===== src/rtl/sha256_pkg.sv =====
// Package for the SHA-256 message hasher: payload structs, state encoding,
// initial hash values, round constants and the round functions. No dependencies.
`timescale 1ns / 1ps
package sha256_pkg;

  typedef struct packed {
    logic [7:0] data_byte;
    logic       has_byte;
    logic       last;
  } sha_in_t;

  typedef struct packed {
    logic [31:0] digest_word;
    logic [2:0]  word_index;
    logic        last_word;
  } sha_out_t;

  typedef enum logic [2:0] {
    ST_LOAD,
    ST_PAD,
    ST_LEN,
    ST_HLOAD,
    ST_ROUND,
    ST_FINAL,
    ST_EMIT
  } sha_state_t;

  localparam logic [7:0] PAD_BYTE = 8'h80;

  function automatic logic [31:0] iv_word(input logic [2:0] i);
    logic [31:0] r;
    begin
      unique case (i)
        3'd0: r = 32'h6a09e667;
        3'd1: r = 32'hbb67ae85;
        3'd2: r = 32'h3c6ef372;
        3'd3: r = 32'ha54ff53a;
        3'd4: r = 32'h510e527f;
        3'd5: r = 32'h9b05688c;
        3'd6: r = 32'h1f83d9ab;
        default: r = 32'h5be0cd19;
      endcase
      return r;
    end
  endfunction

  // Places a byte into its big-endian lane; lane zero starts a fresh word.
  function automatic logic [31:0] put_lane(input logic [31:0] w, input logic [1:0] lane,
                                           input logic [7:0] b);
    logic [31:0] r;
    begin
      unique case (lane)
        2'd0: r = {b, 24'd0};
        2'd1: r = {w[31:24], b, 16'd0};
        2'd2: r = {w[31:16], b, 8'd0};
        default: r = {w[31:8], b};
      endcase
      return r;
    end
  endfunction

  localparam logic [31:0] ROUND_K [64] = '{
    32'h428a2f98, 32'h71374491, 32'hb5c0fbcf, 32'he9b5dba5, 32'h3956c25b, 32'h59f111f1,
    32'h923f82a4, 32'hab1c5ed5, 32'hd807aa98, 32'h12835b01, 32'h243185be, 32'h550c7dc3,
    32'h72be5d74, 32'h80deb1fe, 32'h9bdc06a7, 32'hc19bf174, 32'he49b69c1, 32'hefbe4786,
    32'h0fc19dc6, 32'h240ca1cc, 32'h2de92c6f, 32'h4a7484aa, 32'h5cb0a9dc, 32'h76f988da,
    32'h983e5152, 32'ha831c66d, 32'hb00327c8, 32'hbf597fc7, 32'hc6e00bf3, 32'hd5a79147,
    32'h06ca6351, 32'h14292967, 32'h27b70a85, 32'h2e1b2138, 32'h4d2c6dfc, 32'h53380d13,
    32'h650a7354, 32'h766a0abb, 32'h81c2c92e, 32'h92722c85, 32'ha2bfe8a1, 32'ha81a664b,
    32'hc24b8b70, 32'hc76c51a3, 32'hd192e819, 32'hd6990624, 32'hf40e3585, 32'h106aa070,
    32'h19a4c116, 32'h1e376c08, 32'h2748774c, 32'h34b0bcb5, 32'h391c0cb3, 32'h4ed8aa4a,
    32'h5b9cca4f, 32'h682e6ff3, 32'h748f82ee, 32'h78a5636f, 32'h84c87814, 32'h8cc70208,
    32'h90befffa, 32'ha4506ceb, 32'hbef9a3f7, 32'hc67178f2
  };

  function automatic logic [31:0] ror(input logic [31:0] x, input int n);
    return (x >> n) | (x << (32 - n));
  endfunction

  function automatic logic [31:0] sig0(input logic [31:0] x);
    return ror(x, 7) ^ ror(x, 18) ^ (x >> 3);
  endfunction

  function automatic logic [31:0] sig1(input logic [31:0] x);
    return ror(x, 17) ^ ror(x, 19) ^ (x >> 10);
  endfunction

endpackage


===== src/rtl/sha256_message_hasher_unit.sv =====
// Top level of the SHA-256 message hasher: byte packing, padding, round engine
// and digest output. Depends on sha256_pkg.
`timescale 1ns / 1ps
// A message byte is taken while the unit is loading; the 64th byte of a block
// starts a compression (loading the working variables from the chaining-value
// memory, 64 rounds, adding them back), during which no request is taken. The
// chaining value and the block words live in synchronous memories read in the
// cycle before their use; the sixteen-word schedule window is kept in registers.
// A last request then writes the 0x80 byte and each remaining zero or length
// word, runs a second compression when the length no longer fits, and delivers
// eight digest words, most significant first; a word waits while the previous
// one is held with out_ready low.
module sha256_message_hasher_unit
  import sha256_pkg::*;
(
  input  logic     clk,
  input  logic     rst_n,
  input  logic     in_valid,
  output logic     in_ready,
  input  sha_in_t  in_data,
  output logic     out_valid,
  input  logic     out_ready,
  output sha_out_t out_data
);

  logic [31:0] wmem [16];
  logic [31:0] hmem [8];
  logic [7:0]  hvalid_r, hvalid_nxt;

  sha_state_t  state_r, state_nxt;
  logic [5:0]  pos_r, pos_nxt;
  logic [63:0] len_r, len_nxt;
  logic [6:0]  cnt_r, cnt_nxt;
  logic        fin_r, fin_nxt;
  logic        pad2_r, pad2_nxt;
  logic        lenblk_r, lenblk_nxt;
  logic [31:0] word_r, word_nxt;
  logic [31:0] a_r, b_r, c_r, d_r, e_r, f_r, g_r, h_r;
  logic [31:0] a_nxt, b_nxt, c_nxt, d_nxt, e_nxt, f_nxt, g_nxt, h_nxt;
  logic [2:0]  oidx_r, oidx_nxt;
  logic        ovalid_r, ovalid_nxt;
  sha_out_t    obuf_r, obuf_nxt;

  logic        w_we, h_we;
  logic [3:0]  w_waddr, w_raddr;
  logic [31:0] w_wdata, w_rdata_r;
  logic [2:0]  h_waddr, h_raddr, h_rsel_r;
  logic [31:0] h_wdata, h_rdata_r;
  logic [31:0] hval;

  logic [31:0] win_r [16];
  logic [31:0] wnext_r;
  logic [31:0] wcur, t1, t2;

  always_ff @(posedge clk) begin
    if (w_we) begin
      wmem[w_waddr] <= w_wdata;
    end
    w_rdata_r <= wmem[w_raddr];
    if (h_we) begin
      hmem[h_waddr] <= h_wdata;
    end
    h_rdata_r <= hmem[h_raddr];
    h_rsel_r <= h_raddr;
  end

  assign hval = hvalid_r[h_rsel_r] ? h_rdata_r : iv_word(h_rsel_r);

  // The window holds the last sixteen schedule words; the next word is formed
  // in the round before its use.
  always_ff @(posedge clk) begin
    if (state_r == ST_ROUND) begin
      for (int i = 0; i < 15; i++) begin
        win_r[i] <= win_r[i + 1];
      end
      win_r[15] <= wcur;
      wnext_r <= sig1(win_r[15]) + win_r[10] + sig0(win_r[2]) + win_r[1];
    end
  end

  assign wcur = (cnt_r < 7'd16) ? w_rdata_r : wnext_r;

  always_comb begin
    t1 = h_r + (ror(e_r, 6) ^ ror(e_r, 11) ^ ror(e_r, 25))
       + ((e_r & f_r) ^ (~e_r & g_r)) + ROUND_K[cnt_r[5:0]] + wcur;
    t2 = (ror(a_r, 2) ^ ror(a_r, 13) ^ ror(a_r, 22))
       + ((a_r & b_r) ^ (a_r & c_r) ^ (b_r & c_r));
  end

  always_comb begin
    state_nxt = state_r;
    pos_nxt = pos_r;
    len_nxt = len_r;
    cnt_nxt = cnt_r;
    fin_nxt = fin_r;
    pad2_nxt = pad2_r;
    lenblk_nxt = lenblk_r;
    word_nxt = word_r;
    oidx_nxt = oidx_r;
    ovalid_nxt = ovalid_r;
    obuf_nxt = obuf_r;
    hvalid_nxt = hvalid_r;
    {a_nxt, b_nxt, c_nxt, d_nxt, e_nxt, f_nxt, g_nxt, h_nxt} =
      {a_r, b_r, c_r, d_r, e_r, f_r, g_r, h_r};
    w_we = 1'b0;
    w_waddr = pos_r[5:2];
    w_wdata = 32'd0;
    w_raddr = 4'd0;
    h_we = 1'b0;
    h_waddr = 3'd0;
    h_wdata = 32'd0;
    h_raddr = 3'd0;
    in_ready = 1'b0;
    if (ovalid_r && out_ready) begin
      ovalid_nxt = 1'b0;
    end
    unique case (state_r)
      ST_LOAD: begin
        in_ready = 1'b1;
        if (in_valid) begin
          if (in_data.has_byte) begin
            len_nxt = len_r + 64'd8;
            word_nxt = put_lane(word_r, pos_r[1:0], in_data.data_byte);
            pos_nxt = pos_r + 6'd1;
            if (pos_r[1:0] == 2'd3) begin
              w_we = 1'b1;
              w_wdata = word_nxt;
            end
          end
          if (in_data.has_byte && pos_r == 6'd63) begin
            fin_nxt = in_data.last;
            state_nxt = ST_HLOAD;
            cnt_nxt = 7'd0;
          end else if (in_data.last) begin
            state_nxt = ST_PAD;
          end
        end
      end
      ST_PAD: begin
        // Append 0x80 into the current word; the zero words and the length follow in ST_LEN.
        word_nxt = put_lane(word_r, pos_r[1:0], PAD_BYTE);
        w_we = 1'b1;
        w_wdata = word_nxt;
        pos_nxt = {pos_r[5:2] + 4'd1, 2'd0};
        fin_nxt = 1'b0;
        pad2_nxt = (pos_r[5:2] >= 4'd14);
        if (pos_r[5:2] == 4'd15) begin
          state_nxt = ST_HLOAD;
          cnt_nxt = 7'd0;
        end else begin
          state_nxt = ST_LEN;
        end
      end
      ST_LEN: begin
        w_we = 1'b1;
        pos_nxt = pos_r + 6'd4;
        if (!pad2_r && pos_r[5:2] == 4'd14) begin
          w_wdata = len_r[63:32];
        end else if (!pad2_r && pos_r[5:2] == 4'd15) begin
          w_wdata = len_r[31:0];
        end
        if (pos_r[5:2] == 4'd15) begin
          lenblk_nxt = !pad2_r;
          state_nxt = ST_HLOAD;
          cnt_nxt = 7'd0;
        end
      end
      ST_HLOAD: begin
        h_raddr = cnt_r[2:0];
        if (cnt_r != 7'd0) begin
          {a_nxt, b_nxt, c_nxt, d_nxt, e_nxt, f_nxt, g_nxt, h_nxt} =
            {b_r, c_r, d_r, e_r, f_r, g_r, h_r, hval};
        end
        cnt_nxt = cnt_r + 7'd1;
        if (cnt_r == 7'd8) begin
          w_raddr = 4'd0;
          state_nxt = ST_ROUND;
          cnt_nxt = 7'd0;
        end
      end
      ST_ROUND: begin
        h_nxt = g_r; g_nxt = f_r; f_nxt = e_r; e_nxt = d_r + t1;
        d_nxt = c_r; c_nxt = b_r; b_nxt = a_r; a_nxt = t1 + t2;
        w_raddr = cnt_r[3:0] + 4'd1;
        cnt_nxt = cnt_r + 7'd1;
        if (cnt_r == 7'd63) begin
          state_nxt = ST_FINAL;
          cnt_nxt = 7'd0;
        end
      end
      ST_FINAL: begin
        h_raddr = cnt_r[2:0];
        if (cnt_r != 7'd0) begin
          h_we = 1'b1;
          h_waddr = cnt_r[2:0] - 3'd1;
          h_wdata = hval + a_r;
          hvalid_nxt[cnt_r[2:0] - 3'd1] = 1'b1;
          {a_nxt, b_nxt, c_nxt, d_nxt, e_nxt, f_nxt, g_nxt, h_nxt} =
            {b_r, c_r, d_r, e_r, f_r, g_r, h_r, a_r};
        end
        cnt_nxt = cnt_r + 7'd1;
        if (cnt_r == 7'd8) begin
          cnt_nxt = 7'd0;
          if (lenblk_r) begin
            state_nxt = ST_EMIT;
            oidx_nxt = 3'd0;
          end else if (fin_r) begin
            state_nxt = ST_PAD;
          end else if (pad2_r) begin
            pad2_nxt = 1'b0;
            state_nxt = ST_LEN;
          end else begin
            state_nxt = ST_LOAD;
          end
        end
      end
      ST_EMIT: begin
        h_raddr = oidx_r;
        if (cnt_r[0] == 1'b0) begin
          cnt_nxt = 7'd1;
        end else if (!ovalid_r || out_ready) begin
          ovalid_nxt = 1'b1;
          obuf_nxt.digest_word = hval;
          obuf_nxt.word_index = oidx_r;
          obuf_nxt.last_word = (oidx_r == 3'd7);
          oidx_nxt = oidx_r + 3'd1;
          cnt_nxt = 7'd0;
          if (oidx_r == 3'd7) begin
            state_nxt = ST_LOAD;
            hvalid_nxt = 8'd0;
            len_nxt = 64'd0;
            lenblk_nxt = 1'b0;
          end
        end
      end
      default: state_nxt = ST_LOAD;
    endcase
  end

  assign out_valid = ovalid_r;
  assign out_data = obuf_r;

  always_ff @(posedge clk) begin
    if (!rst_n) begin
      state_r <= ST_LOAD;
      pos_r <= 6'd0;
      len_r <= 64'd0;
      cnt_r <= 7'd0;
      fin_r <= 1'b0;
      pad2_r <= 1'b0;
      lenblk_r <= 1'b0;
      oidx_r <= 3'd0;
      ovalid_r <= 1'b0;
      hvalid_r <= 8'd0;
    end else begin
      state_r <= state_nxt;
      pos_r <= pos_nxt;
      len_r <= len_nxt;
      cnt_r <= cnt_nxt;
      fin_r <= fin_nxt;
      pad2_r <= pad2_nxt;
      lenblk_r <= lenblk_nxt;
      oidx_r <= oidx_nxt;
      ovalid_r <= ovalid_nxt;
      hvalid_r <= hvalid_nxt;
    end
    word_r <= word_nxt;
    obuf_r <= obuf_nxt;
    {a_r, b_r, c_r, d_r, e_r, f_r, g_r, h_r} <=
      {a_nxt, b_nxt, c_nxt, d_nxt, e_nxt, f_nxt, g_nxt, h_nxt};
  end

`ifndef SYNTHESIS
  a_no_in_busy: assert property (@(posedge clk) disable iff (!rst_n)
    (state_r != ST_LOAD) |-> !in_ready) else $error("request taken while busy");
  a_out_hold: assert property (@(posedge clk) disable iff (!rst_n)
    (out_valid && !out_ready) |=> (out_valid && $stable(out_data)))
    else $error("result changed");
  a_round_len: assert property (@(posedge clk) disable iff (!rst_n)
    (state_r == ST_ROUND && cnt_r == 7'd63) |=> (state_r == ST_FINAL))
    else $error("round count");
`endif

endmodule


===== config.mk =====
export PLATFORM = sky130hd
export DESIGN_NAME = sha256_message_hasher_unit
export DESIGN_NICKNAME = d
export VERILOG_FILES = /design/src/rtl/sha256_pkg.sv /design/src/rtl/sha256_message_hasher_unit.sv
export SDC_FILE = /design/constraint.sdc
export NUM_CORES = 2
export LEC_CHECK = 0
export ABC_AREA = 1
export BUFFER_PORTS_ARGS = -buffer_cell sky130_fd_sc_hd__buf_4
export CELL_PAD_IN_SITES_DETAIL_PLACEMENT = 0
export CELL_PAD_IN_SITES_GLOBAL_PLACEMENT = 2
export CORE_ASPECT_RATIO = 0.6
export CORE_MARGIN = 4
export CORE_UTILIZATION = 31
export CTS_BUF_LIST = sky130_fd_sc_hd__clkbuf_4 sky130_fd_sc_hd__clkbuf_8
export DETAILED_ROUTE_END_ITERATION = 16
export PLACE_DENSITY = 0.67
export SLEW_MARGIN = 20
export SYNTH_ARGS = -nofsm -noshare
export SYNTH_HDL_FRONTEND = slang
export SYNTH_SLANG_ARGS = --single-unit
export TNS_END_PERCENT = 5

===== constraint.sdc =====
create_clock -name clk -period 28.5 [get_ports clk]
set_clock_uncertainty 0.2 [all_clocks]
set_input_delay 1.425 -clock clk [delete_from_list [all_inputs] [get_ports clk]]
set_output_delay 1.425 -clock clk [all_outputs]
set_load 0.01 [all_outputs]

==> metrics.md <==
| Metric | Value |
|---|---|
| I/O Buffers | `51` |
| # nets final | `roughly 8300` |
| Area leader, netlist | `edfxtp_1` |
| Fin. Hold Viols | `0` |
| Critical path's top delay family | `adder cells` |
| Flop2flop setup slack | `around 19000 ps` |
| Clk sinks | `1755` |
| Final Max Slew Viols | `0` |
| Syn Std Cell Area | `85500 sq um` |
| Routed WL | `roughly 330000 microns` |
| Die span in x | `686 microns` |
| Area occupied by multi-input gates | `between 30000 and 40000 sq um` |
| Initial DRC count | `between 8000 and 9000` |
| Die height | `between 400 and 500 microns` |
| Worst reg2reg path depth | `33` |
| Largest net degree at the start of global routing | `about 180` |
| Initial antenna violation count | `38` |
| I/O pin total | `between 50 and 60` |
| Post-place instance area | `90600 sq um` |
| GRT Overall Usage | `22.3%` |
| Mapped Cells | `7748` |
| Slew HR | `roughly 16%` |
| Synth cell count leaders | `edfxtp_1, nand2_1, inv_1` |
| Post-route cell area | `between 90000 and 100000 sq um` |
| Root Buffer Master | `clkbuf_8` |
| Post-route ant nets | `0` |
| DRC viols | `0` |
| Register area | `roughly 51000 sq um` |
| Top cell type's share of synthesized area | `roughly 56%` |
| Total core area | `between 200000 and 300000 sq um` |
| Synth Net Count | `8139` |
| Clk slew on worst S/H paths | `roughly 70 ps` |
| Crit Path Category | `reg2reg` |
| Skew-Pair Late Insertion Delay | `around 970 ps` |
| Combinational family with the most area after synthesis | `simple AND/OR/NAND/NOR gates` |
| Routed len/inst | `around 28 microns` |
| Critical Path Max Stage Delay | `just under 900 ps` |
| Slew @ Worst Pin | `1250 ps` |
| First-pass GRT wire length | `455000 microns` |
| Arr. time, crit path | `10010 ps` |
| Hold Buf Count CTS | `0` |
| Critical Path Sink Type | `flip-flop` |
| CP bufs+invs | `7` |
| Compound-cell area share of the yosys netlist | `between 10 and 15%` |
| Yosys warns | `0` |
| Worst hold path type | `reg2reg` |
| Sequential area share after synthesis | `~60%` |
| Most frequent cell after synthesis | `edfxtp_1` |
| Post-Syn Area per Cell | `11.0 sq um` |
| Maximum fanout along the worst path | `14` |
| FF-to-FF End | `a_r[24]` |
| Synth top area cells | `edfxtp_1, nand2_1, fa_1, o21ai_0, dfxtp_1` |
| CP Launch Type | `flip-flop` |
| Drt via density | `approximately 5.3` |
| Starting Density | `between 30% and 40%` |
| CP Launch Point | `cnt_r[1]` |
| Final period utilization | `between 30% and 40%` |
| Adder-Cell Fraction of Synth Area | `7.17%` |
| MaxCap Viol Count | `0` |
| Hold WS | `176 ps` |
| Syn-to-layout area delta | `12.7%` |
| # setup viols final | `0` |
| Worst setup path endpoint | `a_r[24]` |
| Max Buffers Root-to-Sink | `4` |
| Most frequent CP cell | `nand2_1` |
| Maximum operating frequency | `approximately 110 MHz` |
| Total congestion overflow | `0` |
| Gpl congestion | `~0.97` |
| Reg2reg start | `cnt_r[1]` |
| Fin crit period | `9520 ps` |
| Simple-gate portion of the synthesized area | `11.7%` |
| DP Wirelength | `around 240000 microns` |
| Via count | `about 63000` |
| CP max-delay cell | `ha_1` |
| TritonRoute pass-1 iters | `6` |
| Worst path depth | `33` |
| Share of layout cells above drive strength 1 | `under 10%` |
| Post-synth top flop | `edfxtp_1` |
| Htree depth | `5` |
| Setup TNS | `0 ps` |
| Xor/xnor share of the synthesized area | `under 10%` |
| Fill cell count | `27400` |
| Postcts setup bufs | `0` |
| Post-synthesis mux area share | `roughly 1.5%` |
| RSZ-0062 raised after global routing | `no` |
| Number of synthesized flops with an enable pin | `1596` |
| Die ar. | `285000 sq um` |
| Cell variety after synth | `between 60 and 70` |
| Status | `finished clean` |
| Worst endpoint required time | `28990 ps` |
| Site Rows | `~150` |
| Ys async rst share | `0%` |
| Vias in the first global route | `58300` |
| CTS resizes | `0` |
| CTS tree | `built` |
| CTS Buf Count | `281` |
| Synth Register Bits | `1755` |
==> kinds of logic (layout without fill, tap and decap cells) <==
family	Yosys count	in the layout
muxes	128	128
DFF	1755	1755
xor gates and xnor gates	371	371
AOI/OAI and AO/OA	1586	1586
and+or+nand+nor	2390	2390
other	0	19
buffers and inverters	1141	1485
adders and majority gates	377	377
==> metal layers <==
metal,routed length (microns),track usage [%]
met1,171000,37.8
met2,120000,27.5
met3,34100,6.23
met4,4260,3.14
met5,56,0
==> state kept, by name (all words and copies together) (netlist names), 36 cells and up <==
register / cells
out_data: 36
wmem: 512
win_r: 480
len_r: 61
hmem: 256
==> cells in the final DEF, fill, tap and decap left out, types with 164 or more instances in the layout <==
| master | n |
|---|---|
| ha_1 | 189 |
| fa_1 | 188 |
| o21ai_0 | 729 |
| edfxtp_1 | 1596 |
| nor3_1 | 218 |
| a21oi_1 | 295 |
| nand3_1 | 258 |
| nand2_1 | 1238 |
| xor2_1 | 207 |
| nor2_1 | 521 |
| o221ai_1 | 176 |
| clkbuf_8 | 299 |
| buf_4 | 183 |
| xnor2_1 | 164 |
| inv_1 | 784 |
==> how the worst min path moves through the flow <==
stage	endpoint	startpoint	cells past startpoint
5_1_grt	win_r[1][66]	win_r[1][98]	0
4_1_cts	win_r[1][67]	win_r[1][99]	0
6_report	win_r[1][67]	win_r[1][99]	0
2_1_floorplan	win_r[0][100]	win_r[0][132]	0
3_3_place_gp	win_r[0][187]	win_r[0][219]	0
3_5_place_dp	win_r[0][101]	win_r[0][133]	0
==> cell type report <==
type                            count  share of cell area [%]
Clock buffer                      388                    4.96
Clock inverter                    103                   0.892
Sequential cell                  1755                    53.0
Tap cell                         3699                    4.80
Inverter                          805                    3.15
Antenna cell                       19                  0.0493
Timing Repair Buffer              189                    1.55
Multi-Input combinational cell   4852                    31.6
==> stage by stage <==
| stage | setup slack, ps | cells | utilization (%) |
|---|---|---|---|
| detailed placement | 19230 | 11300 | 33.0 |
| global placement | 19110 | 11300 | 33.0 |
| finish | 18980 | 11800 | 35.1 |
| global route | 18530 | 11800 | 35.1 |
| CTS | 19190 | 11800 | 35.1 |
| floorplan | 9740 | 7748 | - |
Power is not shown: default switching activity piles up to over one toggle a cycle in this logic, so the estimate is an artifact.
